**config.mk**
```make
export PLATFORM = sky130hd
export DESIGN_NAME = rnm_ctrl
export DESIGN_NICKNAME = d
export VERILOG_FILES = /design/src/hw/rtl/rnm_pkg.sv /design/src/hw/rtl/rnm_ctrl.sv
export VERILOG_INCLUDE_DIRS = /design/src /design/src/hw/rtl
export SDC_FILE = /design/constraint.sdc
export NUM_CORES = 1
export LEC_CHECK = 0
export ABC_AREA = 1
export BUFFER_PORTS_ARGS = -buffer_cell sky130_fd_sc_hd__buf_2
export CAP_MARGIN = 25
export CORE_MARGIN = 3
export CORE_UTILIZATION = 45
export CTS_CLUSTER_DIAMETER = 50
export DETAILED_ROUTE_END_ITERATION = 10
export PLACE_DENSITY = 0.81
export SLEW_MARGIN = 0
export SYNTH_ARGS = -nofsm -noshare
export SYNTH_HDL_FRONTEND = slang
export SYNTH_SLANG_ARGS = --single-unit
```
**constraint.sdc**
```tcl
create_clock -name clock -period 1.85 [get_ports clock]
set_clock_uncertainty 0.2 [all_clocks]
set_input_delay 0.37 -clock clock [delete_from_list [all_inputs] [get_ports clock]]
set_output_delay 0.37 -clock clock [all_outputs]
set_load 0.05 [all_outputs]
```
**src/hw/rtl/first_use_node_renumbering_core_assert.svh**
```systemverilog
// Assertion macros used by the node renumbering RTL.
`ifndef FIRST_USE_NODE_RENUMBERING_CORE_ASSERT_SVH
`define FIRST_USE_NODE_RENUMBERING_CORE_ASSERT_SVH

// Same-cycle implication, sampled on the rising clock, off while reset is high.
`define RNM_ASSERT_NOW(label, ante, cons, msg) \
   label: assert property (@(posedge clock) disable iff (reset) (ante) |-> (cons)) \
      else $error(msg);

// Next-cycle implication, sampled on the rising clock, off while reset is high.
`define RNM_ASSERT_NEXT(label, ante, cons, msg) \
   label: assert property (@(posedge clock) disable iff (reset) (ante) |=> (cons)) \
      else $error(msg);

`endif

```
**src/hw/rtl/rnm_pkg.sv**
```systemverilog
// Shared types and constants for the first-use node renumbering core.
`default_nettype none

package rnm_pkg;

   localparam int NODE_W   = 16;          // old and new node index width
   localparam int COUNT_W  = 17;          // used count and range register width
   localparam int ENTRY_W  = NODE_W + 1;  // number table entry: valid bit + new index
   localparam int STATUS_W = 2;

   localparam int DEFAULT_MAX_NODES = 65536;

   localparam logic [COUNT_W-1:0] SOURCE_COUNT_RESET = 17'h10000;

   localparam int ENTRY_VALID_BIT = NODE_W;

   localparam logic OP_REFERENCE = 1'b0;
   localparam logic OP_LOOKUP    = 1'b1;

   localparam logic [STATUS_W-1:0] STATUS_OK         = 2'd0;
   localparam logic [STATUS_W-1:0] STATUS_UNNUMBERED = 2'd1;
   localparam logic [STATUS_W-1:0] STATUS_RANGE      = 2'd2;

   typedef enum logic [1:0] {
      S_CLEAR,
      S_IDLE,
      S_RESOLVE
   } rnm_state_type;

   // One access to the single-port number table.
   typedef struct packed {
      logic                rd_en;
      logic                wr_en;
      logic [NODE_W-1:0]   addr;
      logic [ENTRY_W-1:0]  wr_data;
   } tbl_req_type;

endpackage

`default_nettype wire

```
**src/hw/rtl/rnm_ctrl.sv**
```systemverilog
// Sequencer: clears the table, reads, resolves and writes back one item at a time.
`default_nettype none
`include "first_use_node_renumbering_core_assert.svh"

module rnm_ctrl
   import rnm_pkg::*;
#(
   parameter int MAX_NODES = DEFAULT_MAX_NODES
) (
   input  wire logic                 clock,
   input  wire logic                 reset,
   input  wire logic [COUNT_W-1:0]   source_node_count,
   input  wire logic                 req_valid,
   output logic                      req_ready,
   input  wire logic                 req_op,
   input  wire logic [NODE_W-1:0]    req_node_index,
   input  wire logic                 rsp_ready,
   output logic                      rsp_valid,
   output logic [NODE_W-1:0]         rsp_new_index,
   output logic [STATUS_W-1:0]       rsp_status,
   output logic [COUNT_W-1:0]        rsp_used_count,
   output tbl_req_type               tbl_req,
   input  wire logic [ENTRY_W-1:0]   tbl_rd_data
);

   localparam int TABLE_DEPTH = (MAX_NODES < (1 << NODE_W)) ? MAX_NODES : (1 << NODE_W);
   localparam int ADDR_W      = (TABLE_DEPTH > 1) ? $clog2(TABLE_DEPTH) : 1;
   localparam logic [COUNT_W-1:0] DEPTH_C  = COUNT_W'(TABLE_DEPTH);
   localparam logic [ADDR_W-1:0]  LAST_ROW = ADDR_W'(TABLE_DEPTH - 1);

   rnm_state_type state_ff, state_in;

   logic [ADDR_W-1:0]   clr_addr_ff, clr_addr_in;
   logic [COUNT_W-1:0]  next_ff, next_in;
   logic                op_ff, op_in;
   logic [NODE_W-1:0]   idx_ff, idx_in;
   logic                range_ff, range_in;

   logic                rsp_valid_ff, rsp_valid_in;
   logic [NODE_W-1:0]   rsp_index_ff, rsp_index_in;
   logic [STATUS_W-1:0] rsp_status_ff, rsp_status_in;
   logic [COUNT_W-1:0]  rsp_used_ff, rsp_used_in;

   logic                slot_free;
   logic                numbering;
   logic [NODE_W-1:0]   result;
   logic [STATUS_W-1:0] status;

   logic                in_resolve;
   logic                take_number;
   logic                fresh_ref;
   logic                rsp_error;

   assign slot_free = !rsp_valid_ff || rsp_ready;

   // Resolve the table entry read for the held item.
   always_comb begin
      result    = '0;
      status    = STATUS_OK;
      numbering = 1'b0;
      if (range_ff) begin
         status = STATUS_RANGE;
      end else if (tbl_rd_data[ENTRY_VALID_BIT]) begin
         result = tbl_rd_data[NODE_W-1:0];
      end else if (op_ff == OP_LOOKUP) begin
         status = STATUS_UNNUMBERED;
      end else if (next_ff >= DEPTH_C) begin
         status = STATUS_RANGE;
      end else begin
         result    = next_ff[NODE_W-1:0];
         numbering = 1'b1;
      end
   end

   always_comb begin
      state_in      = state_ff;
      clr_addr_in   = clr_addr_ff;
      next_in       = next_ff;
      op_in         = op_ff;
      idx_in        = idx_ff;
      range_in      = range_ff;
      rsp_valid_in  = rsp_valid_ff && !rsp_ready;
      rsp_index_in  = rsp_index_ff;
      rsp_status_in = rsp_status_ff;
      rsp_used_in   = rsp_used_ff;
      req_ready     = 1'b0;
      tbl_req       = '0;

      case (state_ff)
         S_CLEAR: begin
            tbl_req.wr_en = 1'b1;
            tbl_req.addr  = NODE_W'(clr_addr_ff);
            clr_addr_in   = clr_addr_ff + 1'b1;
            if (clr_addr_ff == LAST_ROW) begin
               state_in = S_IDLE;
            end
         end
         S_IDLE: begin
            // Ready is high throughout this state, so valid alone takes the item.
            req_ready     = 1'b1;
            tbl_req.rd_en = req_valid;
            tbl_req.addr  = req_node_index;
            if (req_valid) begin
               op_in    = req_op;
               idx_in   = req_node_index;
               range_in = ({1'b0, req_node_index} >= source_node_count) ||
                          ({1'b0, req_node_index} >= DEPTH_C);
               state_in = S_RESOLVE;
            end
         end
         S_RESOLVE: begin
            tbl_req.addr    = idx_ff;
            tbl_req.wr_data = {1'b1, next_ff[NODE_W-1:0]};
            if (slot_free) begin
               tbl_req.wr_en = numbering;
               if (numbering) begin
                  next_in = next_ff + 1'b1;
               end
               rsp_valid_in  = 1'b1;
               rsp_index_in  = result;
               rsp_status_in = status;
               rsp_used_in   = numbering ? next_ff + 1'b1 : next_ff;
               state_in      = S_IDLE;
            end
         end
         default: begin
            state_in = S_CLEAR;
         end
      endcase
   end

   always_ff @(posedge clock) begin
      if (reset) begin
         state_ff     <= S_CLEAR;
         clr_addr_ff  <= '0;
         next_ff      <= '0;
         rsp_valid_ff <= 1'b0;
      end else begin
         state_ff     <= state_in;
         clr_addr_ff  <= clr_addr_in;
         next_ff      <= next_in;
         rsp_valid_ff <= rsp_valid_in;
      end
   end

   always_ff @(posedge clock) begin
      op_ff         <= op_in;
      idx_ff        <= idx_in;
      range_ff      <= range_in;
      rsp_index_ff  <= rsp_index_in;
      rsp_status_ff <= rsp_status_in;
      rsp_used_ff   <= rsp_used_in;
   end

   assign rsp_valid      = rsp_valid_ff;
   assign rsp_new_index  = rsp_index_ff;
   assign rsp_status     = rsp_status_ff;
   assign rsp_used_count = rsp_used_ff;

   assign in_resolve  = (state_ff == S_RESOLVE);
   assign take_number = in_resolve && slot_free && numbering;
   assign fresh_ref   = !range_ff && !tbl_rd_data[ENTRY_VALID_BIT] && (op_ff == OP_REFERENCE);
   assign rsp_error   = rsp_valid_ff && (rsp_status_ff != STATUS_OK);

   `RNM_ASSERT_NOW(a_no_accept_in_clear, state_ff == S_CLEAR, !req_ready, "accept during clear")
   `RNM_ASSERT_NOW(a_write_only_new, in_resolve && tbl_req.wr_en, fresh_ref, "bad table write")
   `RNM_ASSERT_NEXT(a_count_steady, !take_number, $stable(next_ff), "count moved, no new number")
   `RNM_ASSERT_NOW(a_error_zero_index, rsp_error, rsp_index_ff == '0, "index set on error")

endmodule

`default_nettype wire

```
# Yosys cells after proc, flatten, opt, wreduce, memory -nomap -nowiden
# Index checks and enable logic that the tools add are counted.
# Widths: inputs -> output; s select.
dict set report op_classes {
  n_reduce_logical 9
  muxes 23
  n_lt_le_gt_ge 2
  n_eq_ne 6
  addsub 2
}
# cell n
set ops {}
lappend ops {{$mux 16} 3}
lappend ops {{$pmux 16 s3} 1}
lappend ops {{$mux 17} 2}
lappend ops {{$add 17x1->17 const B} 1}
lappend ops {{$ge 16x17->1} 1}
lappend ops {{$ge 17x17->1 const B} 1}
lappend ops {{$add 16x1->16 const B} 1}
lappend ops {{$eq 16x16->1 const B} 1}
lappend ops {{$mux 2} 6}
lappend ops {{$mux 1} 9}
lappend ops {{$ne 2x2->1 const B} 3}
lappend ops {{$pmux 2 s3} 1}
lappend ops {{$reduce_and 2->1} 2}
lappend ops {{$reduce_and 3->1} 1}
lappend ops {{$eq 2x1->1 const B} 1}
lappend ops {{$eq 2x2->1 const B} 1}
lappend ops {{$logic_not 1->1} 2}
lappend ops {{$logic_not 2->1} 1}
lappend ops {{$pmux 1 s2} 1}
lappend ops {{$reduce_or 2->1} 1}
lappend ops {{$logic_and 1x1->1} 1}
lappend ops {{$logic_or 1x1->1} 1}
dict set report word_totals {
  reg_bits 89
  output_inout_bits 72
  input_bits 55
}

# Logic depth before layout (Yosys ltp)
# Gate-level depths: netlist (run 1).
dict set report depth {
  word_depth 7
  depth_mapped 10
}

# Worst setup path after synthesis (run 1)
# No wires, ideal clock.
dict set report synth_path {
  path_type {reg-to-output}
  start {reg state_ff[1]}
  end {out tbl_req[31] (netlist bit)}
  setup_slack_ns -0.352
  t_required_ns 1.280
  stages_incl_launch_ff 7
  arrival_ns 1.632
  cell_sequence {dfxtp_1 -> inv_1 -> nor2_1 -> buf_2 -> buf_2 -> nand2_1 -> o211ai_1}
}
# item line
set synth_rtl {}
lappend synth_rtl {{start: declaration} rnm_ctrl.sv:31} ;# rnm_state_type state_ff, state_in;
lappend synth_rtl {{start signal: assignment} rnm_ctrl.sv:139} ;# state_ff <= state_in;
lappend synth_rtl {{end: declaration} rnm_ctrl.sv:22} ;# output tbl_req_type tbl_req,

==> results of run 1 <==
## flip-flops by register name (all words and copies together), names as in the netlist, 2 cells and up
signal,count
clr_addr_ff,16
idx_ff,16
state_ff,2
next_ff,17
rsp_new_index,16
rsp_status,2
rsp_used_count,17
## cell usage in the layout, fill, tap and decap left out, types with 18 or more instances in the layout
| cell type | count |
|---|---|
| nand2_1 | 115 |
| buf_2 | 90 |
| inv_1 | 76 |
| edfxtp_1 | 53 |
| a21oi_1 | 49 |
| buf_4 | 34 |
| dfxtp_1 | 31 |
| o21ai_0 | 28 |
| buf_6 | 25 |
| nor2_1 | 24 |
| nor2_4 | 21 |
| ha_1 | 18 |
## metrics by stage
stage	setup TNS (ns)	util	setup slack, ns	hold WS [ns]	std cells
after floorplan	-1.58	-	-0.163	0.265	556
after detailed placement	0	0.579	0.00859	0.293	823
after global placement	0	0.579	0.0154	0.282	823
final	-8.46	0.646	-0.290	0.00697	851
after global routing	-11.31	0.646	-0.355	0.00399	851
after CTS	-8.20	0.622	-0.274	0.00877	843
## cell usage after synthesis
| library cell | number | share of area |
|---|---|---|
| o21ai_0 | 28 | 0.030 |
| nor3_1 | 13 | 0.014 |
| clkbuf_1 | 6 | 0.0048 |
| a21oi_1 | 51 | 0.055 |
| o211ai_1 | 10 | 0.016 |
| nor2_1 | 42 | 0.034 |
| buf_1 | 2 | 0.0016 |
| buf_4 | 1 | 0.0016 |
| nand2_1 | 121 | 0.097 |
| edfxtp_1 | 53 | 0.34 |
| nand3b_1 | 1 | 0.0016 |
| clkinv_1 | 1 | 0.00080 |
| nand3_1 | 24 | 0.026 |
| nand4_1 | 11 | 0.015 |
| buf_6 | 2 | 0.0048 |
| nor4_1 | 3 | 0.0040 |
| buf_2 | 5 | 0.0054 |
| inv_1 | 80 | 0.064 |
| o21a_1 | 2 | 0.0032 |
| dfxtp_1 | 36 | 0.15 |
| nor2_4 | 2 | 0.0048 |
| nor2_2 | 4 | 0.0054 |
| a31oi_1 | 1 | 0.0013 |
| nand2_2 | 2 | 0.0027 |
| ha_1 | 18 | 0.048 |
| nor3_4 | 1 | 0.0035 |
| nor2_8 | 3 | 0.013 |
| xor2_1 | 8 | 0.015 |
| o21ai_1 | 13 | 0.014 |
| o31ai_1 | 3 | 0.0048 |
| a221o_1 | 1 | 0.0021 |
| inv_2 | 7 | 0.0056 |
| nand2_8 | 1 | 0.0043 |
## how the worst min path moves through the flow
stage | from | endpoint | slack, ns | cells after the start
after global routing | req_op | op_ff | 0.004 | 1
after global placement | clr_addr_ff[7] | clr_addr_ff[7] | 0.28 | 2
after CTS | req_node_index[2] | idx_ff[2] | 0.009 | 1
after floorplan | clr_addr_ff[14] | clr_addr_ff[14] | 0.26 | 2
final | req_op | op_ff | 0.007 | 1
after detailed placement | clr_addr_ff[14] | clr_addr_ff[14] | 0.29 | 2
## what timing repair did
action                     CTS  global route
buffers inserted             4             4
gates cloned                 0             4
pin swaps                    5            12
resized for setup           65            42
setup endpoints to repair   36            54
## power by group through the flow
stage	combinational, µW	sequential (µW)	clock [µW]
after floorplan	139	2140	0
after global placement	245	2140	0
after detailed placement	263	2140	0
after CTS	274	2100	1370
after global routing	312	2100	1460
final	280	2090	1370
## cell type report
| type | instances | area share |
|---|---|---|
| repair buffers | 161 | 0.190 |
| clock inverters | 6 | 0.0106 |
| well taps | 133 | 0.0260 |
| flip-flops and latches | 89 | 0.363 |
| inverters | 88 | 0.0540 |
| multi-input cells | 364 | 0.336 |
| clock buffers | 10 | 0.0199 |
## kinds of logic (layout without fill, tap and decap cells)
logic type / count (synthesis) / after routing / share of synthesized area
xor+xnor: 8 / 8 / 0.0150
compound gates: 109 / 109 / 0.126
simple gates: 228 / 229 / 0.225
buf+inv: 104 / 265 / 0.0891
flops: 89 / 89 / 0.496
fa+ha+maj: 18 / 18 / 0.0483
## metal layers
| layer | track usage | vias to the layer above | share of wire | wire, µm |
|---|---|---|---|---|
| met5 | 0 | - | 0 | 0 |
| met4 | 0.0730 | 0 | 0.033 | 443 |
| met3 | 0.0432 | 48 | 0.099 | 1350 |
| met2 | 0.371 | 294 | 0.49 | 6590 |
| met1 | 0.265 | 2118 | 0.38 | 5160 |
| li1 | - | 2164 | - | - |
==> results.sh, run 1 <==
export IMPL_seqPwrFrac=0.560
export IMPL_die_height_um=108
export IMPL_power_density_mw_per_mm2=585
export IMPL_path_buf_inv=5
export IMPL_relSlewSlack=0.647
export IMPL_avgSynthCellArea_um2=8.38
export IMPL_grt_pass1_vias=4295
export IMPL_cts_htree_levels=3
export IMPL_ys_warn_count=0
export IMPL_routed_wl_um=13500
export IMPL_setup_slack_ns=-0.290
export IMPL_via_count=4624
export IMPL_fp_coreArea_mm2=0.00991
export IMPL_vias_per_cell=5.43
export IMPL_clk_pin_slew_ns=0.09
export IMPL_slowest_stage="dfxtp_4"
export IMPL_max_freq_ghz=0.467
export IMPL_die_w_um=108
export IMPL_dp_hpwl_um=9080
export IMPL_cts_buffer_depth=2
export IMPL_ant_nets=0
export IMPL_port_buffers=126
export IMPL_synth_nets=629
export IMPL_first_pass_iters=5
export IMPL_worstPathRequired_ns=1.28
export IMPL_p_int_uw=2840
export IMPL_antenna_cells=0
export IMPL_stdcell_area_mm2=0.00640
export IMPL_switchingPower_uw=902
export IMPL_reg2reg_depth=9
export IMPL_insertion_delay_ns=0.36
export IMPL_fin_crit_sh=1.16
export IMPL_synth_seq_cells=89
export IMPL_rsz0062_at_grt="true"
export IMPL_critPathKind="flip-flop to output pin"
export IMPL_syn_area_mm2=0.00466
export IMPL_crit_chain="inv_2, nor2_4, buf_6, inv_4, clkbuf_16, nor2_4, buf_6"
export IMPL_synth_seq_area_share=0.496
export IMPL_slew_viol_final=0
export IMPL_r2r_end="next_ff[8]"
export IMPL_crit_path_max_incr_delay_ns=0.40
export IMPL_cp_max_fo=8
export IMPL_pin_count=127
export IMPL_nets=786
export IMPL_syn2layout_area_growth_pct=37.3
export IMPL_clockPowerShare=0.365
export IMPL_pwr_share_comb=0.075
export IMPL_status="complete, but fails checks"
export IMPL_antenna_found_initial=0
export IMPL_cts_root_buffer="clkbuf_8"
export IMPL_max_slew_worst_pin_slew_ns=0.528
export IMPL_cts_tree="done"
export IMPL_nFillCells=794
export IMPL_numCtsBuffers=9
export IMPL_drive_gt1_frac=0.334
export IMPL_cpLargestDelayFamily="buffers and inverters"
export IMPL_start_util=0.470
export IMPL_worstReg2RegStart="op_ff"
export IMPL_fin_crit_ns=2.14
export IMPL_cap_viol_max_count=0
export IMPL_critPathCaptureType="output pin"
export IMPL_p_total_uw=3740
export IMPL_cts_sinks=89
export IMPL_cts_hold_buf=0
export IMPL_multi_input_area_mm2=0.00215
export IMPL_hold_violations=0
export IMPL_swShare=0.241
export IMPL_worstSetupStartpoint="state_ff[1]"
export IMPL_place_area_mm2=0.00574
export IMPL_holdCritPathClass="input port to flip-flop"
export IMPL_ir_drop_mv=0.291
export IMPL_gp_congestion=0.824
export IMPL_grt_max_degree=33
export IMPL_crit_end="tbl_req[15]"
export IMPL_globalRouteOverflowTotal=0
export IMPL_setup_violations=36
export IMPL_violations="setup timing"
export IMPL_grt_use_total=0.214
export IMPL_die_area_mm2=0.0116
export IMPL_cp_depth=7
export IMPL_synthCells=556
export IMPL_drc=0
export IMPL_ys_types=33
export IMPL_seq_area_mm2=0.00232
export IMPL_drt_iter0_markers=256
export IMPL_arrival_ns=1.57
export IMPL_r2r_slack_ns=-0.02
export IMPL_power_leakage_uw=0.00273
export IMPL_grt_pass1_wl_um=19900
export IMPL_row_count=36
export IMPL_cp_start_kind="flip-flop"
export IMPL_wl_per_cell_um=15.9
Note: power is estimated with default switching activity, not from simulation.
==> run 2: changes to the inputs <==
--- a/config.mk
+++ b/config.mk
@@ -15,3 +15,3 @@
 export DETAILED_ROUTE_END_ITERATION = 10
-export PLACE_DENSITY = 0.81
+export PLACE_DENSITY = 0.73
 export SLEW_MARGIN = 0
==> constraint.sdc (replaced) <==
create_clock -name clock -period 1.85 [get_ports clock]
set_clock_uncertainty 0.2 [all_clocks]
set_input_delay 0.4625 -clock clock [delete_from_list [all_inputs] [get_ports clock]]
set_output_delay 0.4625 -clock clock [all_outputs]
set_load 0.05 [all_outputs]
==> run 2 against run 1 <==
Compared with the run above:
- clock power barely moved
- final cell count rose by 1.3%
- the run still ends with setup timing left
- worst setup slack got worse by 0.10 ns
- critical endpoint is now tbl_req[23]
- routed wire length fell by 8.5%
- sequential share of layout area shrank 0.59 points
- largest cell class unchanged
- global-route usage down 0.22 points
- first-iteration DRC count down 30%
==> results.sh, run 2 (synthesized netlist as in run 1, its figures left out) <==
export IMPL_status="complete, but fails checks"
export IMPL_violations="setup timing"
export IMPL_die_area_mm2=0.0116
export IMPL_drc=0
export IMPL_globalRouteOverflowTotal=0
export IMPL_die_height_um=108
export IMPL_seqPwrFrac=0.557
export IMPL_row_count=36
export IMPL_grt_pass1_wl_um=19300
export IMPL_power_leakage_uw=0.00280
export IMPL_clockPowerShare=0.368
export IMPL_nets=797
export IMPL_slowest_stage="dfxtp_2"
export IMPL_vias_per_cell=5.16
export IMPL_ir_drop_mv=0.318
export IMPL_antenna_cells=0
export IMPL_pin_count=127
export IMPL_antenna_found_initial=0
export IMPL_setup_violations=36
export IMPL_path_buf_inv=3
export IMPL_gp_congestion=0.850
export IMPL_crit_path_max_incr_delay_ns=0.35
export IMPL_cp_start_kind="flip-flop"
export IMPL_worstPathRequired_ns=1.19
export IMPL_holdCritPathClass="input port to flip-flop"
export IMPL_hp_start="req_op"
export IMPL_drive_gt1_frac=0.347
export IMPL_routed_wl_um=12400
export IMPL_syn2layout_area_growth_pct=39.5
export IMPL_first_pass_iters=5
export IMPL_critPathCaptureType="output pin"
export IMPL_worstReg2RegStart="op_ff"
export IMPL_swShare=0.243
export IMPL_switchingPower_uw=913
export IMPL_cts_sinks=89
export IMPL_cp_max_fo=12
export IMPL_cts_root_buffer="clkbuf_8"
export IMPL_max_slew_worst_pin_slew_ns=0.422
export IMPL_fin_crit_sh=1.21
export IMPL_die_w_um=108
export IMPL_grt_use_total=0.212
export IMPL_power_density_mw_per_mm2=578
export IMPL_hold_path_cell_count=1
export IMPL_slew_viol_final=0
export IMPL_cts_tree="done"
export IMPL_arrival_ns=1.58
export IMPL_numCtsBuffers=9
export IMPL_via_count=4446
export IMPL_grt_pass1_vias=4238
export IMPL_critPathKind="flip-flop to output pin"
export IMPL_cts_buffer_depth=2
export IMPL_cts_htree_levels=3
export IMPL_port_buffers=126
export IMPL_clk_pin_slew_ns=0.09
export IMPL_reg2reg_depth=7
export IMPL_ant_nets=0
export IMPL_r2r_end="rsp_used_count[13]"
export IMPL_cap_viol_max_count=0
export IMPL_seq_area_mm2=0.00232
export IMPL_place_ws_ns=-0.110
export IMPL_hold_path_end="op_ff"
export IMPL_multi_input_area_mm2=0.00216
export IMPL_grt_max_degree=29
export IMPL_setup_slack_ns=-0.392
export IMPL_cpLargestDelayFamily="buffers and inverters"
export IMPL_layout_commonest_cell="nand2_1"
export IMPL_cts_hold_buf=0
export IMPL_nFillCells=788
export IMPL_drt_iter0_markers=178
export IMPL_mostFrequentLayoutCells="112 x nand2_1, 90 x buf_2, 78 x inv_1"
export IMPL_p_int_uw=2850
export IMPL_fin_setup_tns_ns=-11.20
export IMPL_rsz0062_at_grt="true"
export IMPL_pwr_share_comb=0.075
export IMPL_r2r_slack_ns=0.04
export IMPL_wl_per_cell_um=14.4
export IMPL_fp_coreArea_mm2=0.00991
export IMPL_hold_violations=0
export IMPL_crit_chain="buf_12, nor2_4, inv_6, o211ai_1, buf_4"
export IMPL_fin_crit_ns=2.24
export IMPL_dp_hpwl_um=9090
export IMPL_insertion_delay_ns=0.38
export IMPL_relSlewSlack=0.719
export IMPL_max_freq_ghz=0.446
export IMPL_final_util=0.656
export IMPL_start_util=0.470
-- run 2: timing repair --
action / 4_1_cts / 5_1_grt
pin swaps: 1 / 12
resized for setup: 83 / 29
buffers inserted: 1 / 4
setup endpoints to repair: 38 / 58
hold endpoints to repair: 0 / 0
gates cloned: 1 / 2
-- run 2: worst max-delay path by stage --
stage                               start     endpoint  slack [ns]  depth (start not counted)
after detailed placement  tbl_rd_data[16]  tbl_req[33]       -0.11                          7
final                         state_ff[1]  tbl_req[23]       -0.39                          5
after CTS                     state_ff[1]  tbl_req[30]       -0.38                          5
after global routing          state_ff[1]  tbl_req[23]       -0.46                          5
after floorplan               state_ff[0]  tbl_req[20]       -0.25                          4
after global placement    tbl_rd_data[16]  tbl_req[33]       -0.11                          7
-- run 2: area by class of cell --
| cell class | instances | share of cell area |
|---|---|---|
| flip-flops and latches | 89 | 0.357 |
| multi-input cells | 364 | 0.333 |
| repair buffers | 172 | 0.199 |
| inverters | 88 | 0.0546 |
| well taps | 133 | 0.0256 |
| clock buffers | 9 | 0.0190 |
| clock inverters | 7 | 0.0121 |
-- run 2: through the flow --
step                      cells  power (µW)  cell area (µm²)  hold slack, ns
after floorplan             556        2280             4860           0.265
after global routing        862        3890             6500          0.0568
after CTS                   856        3770             6340          0.0594
final                       862        3760             6500          0.0653
after global placement      838        2400             5870           0.282
after detailed placement    838        2410             5870           0.294
-- run 2: per-layer routing --
metal | track usage | vias up | wire [µm]
li1 | - | 2196 | -
met1 | 0.236 | 2050 | 4740
met2 | 0.385 | 175 | 6410
met3 | 0.0480 | 25 | 966
met4 | 0.0893 | 0 | 261
met5 | 0 | - | 0
-- run 2: power groups by stage --
stage | sequential (µW) | clock [µW] | combinational (µW)
floorplan | 2140 | 0 | 139
global placement | 2140 | 0 | 259
detailed placement | 2140 | 0 | 270
CTS | 2090 | 1390 | 280
global route | 2090 | 1480 | 314
finish | 2090 | 1380 | 282
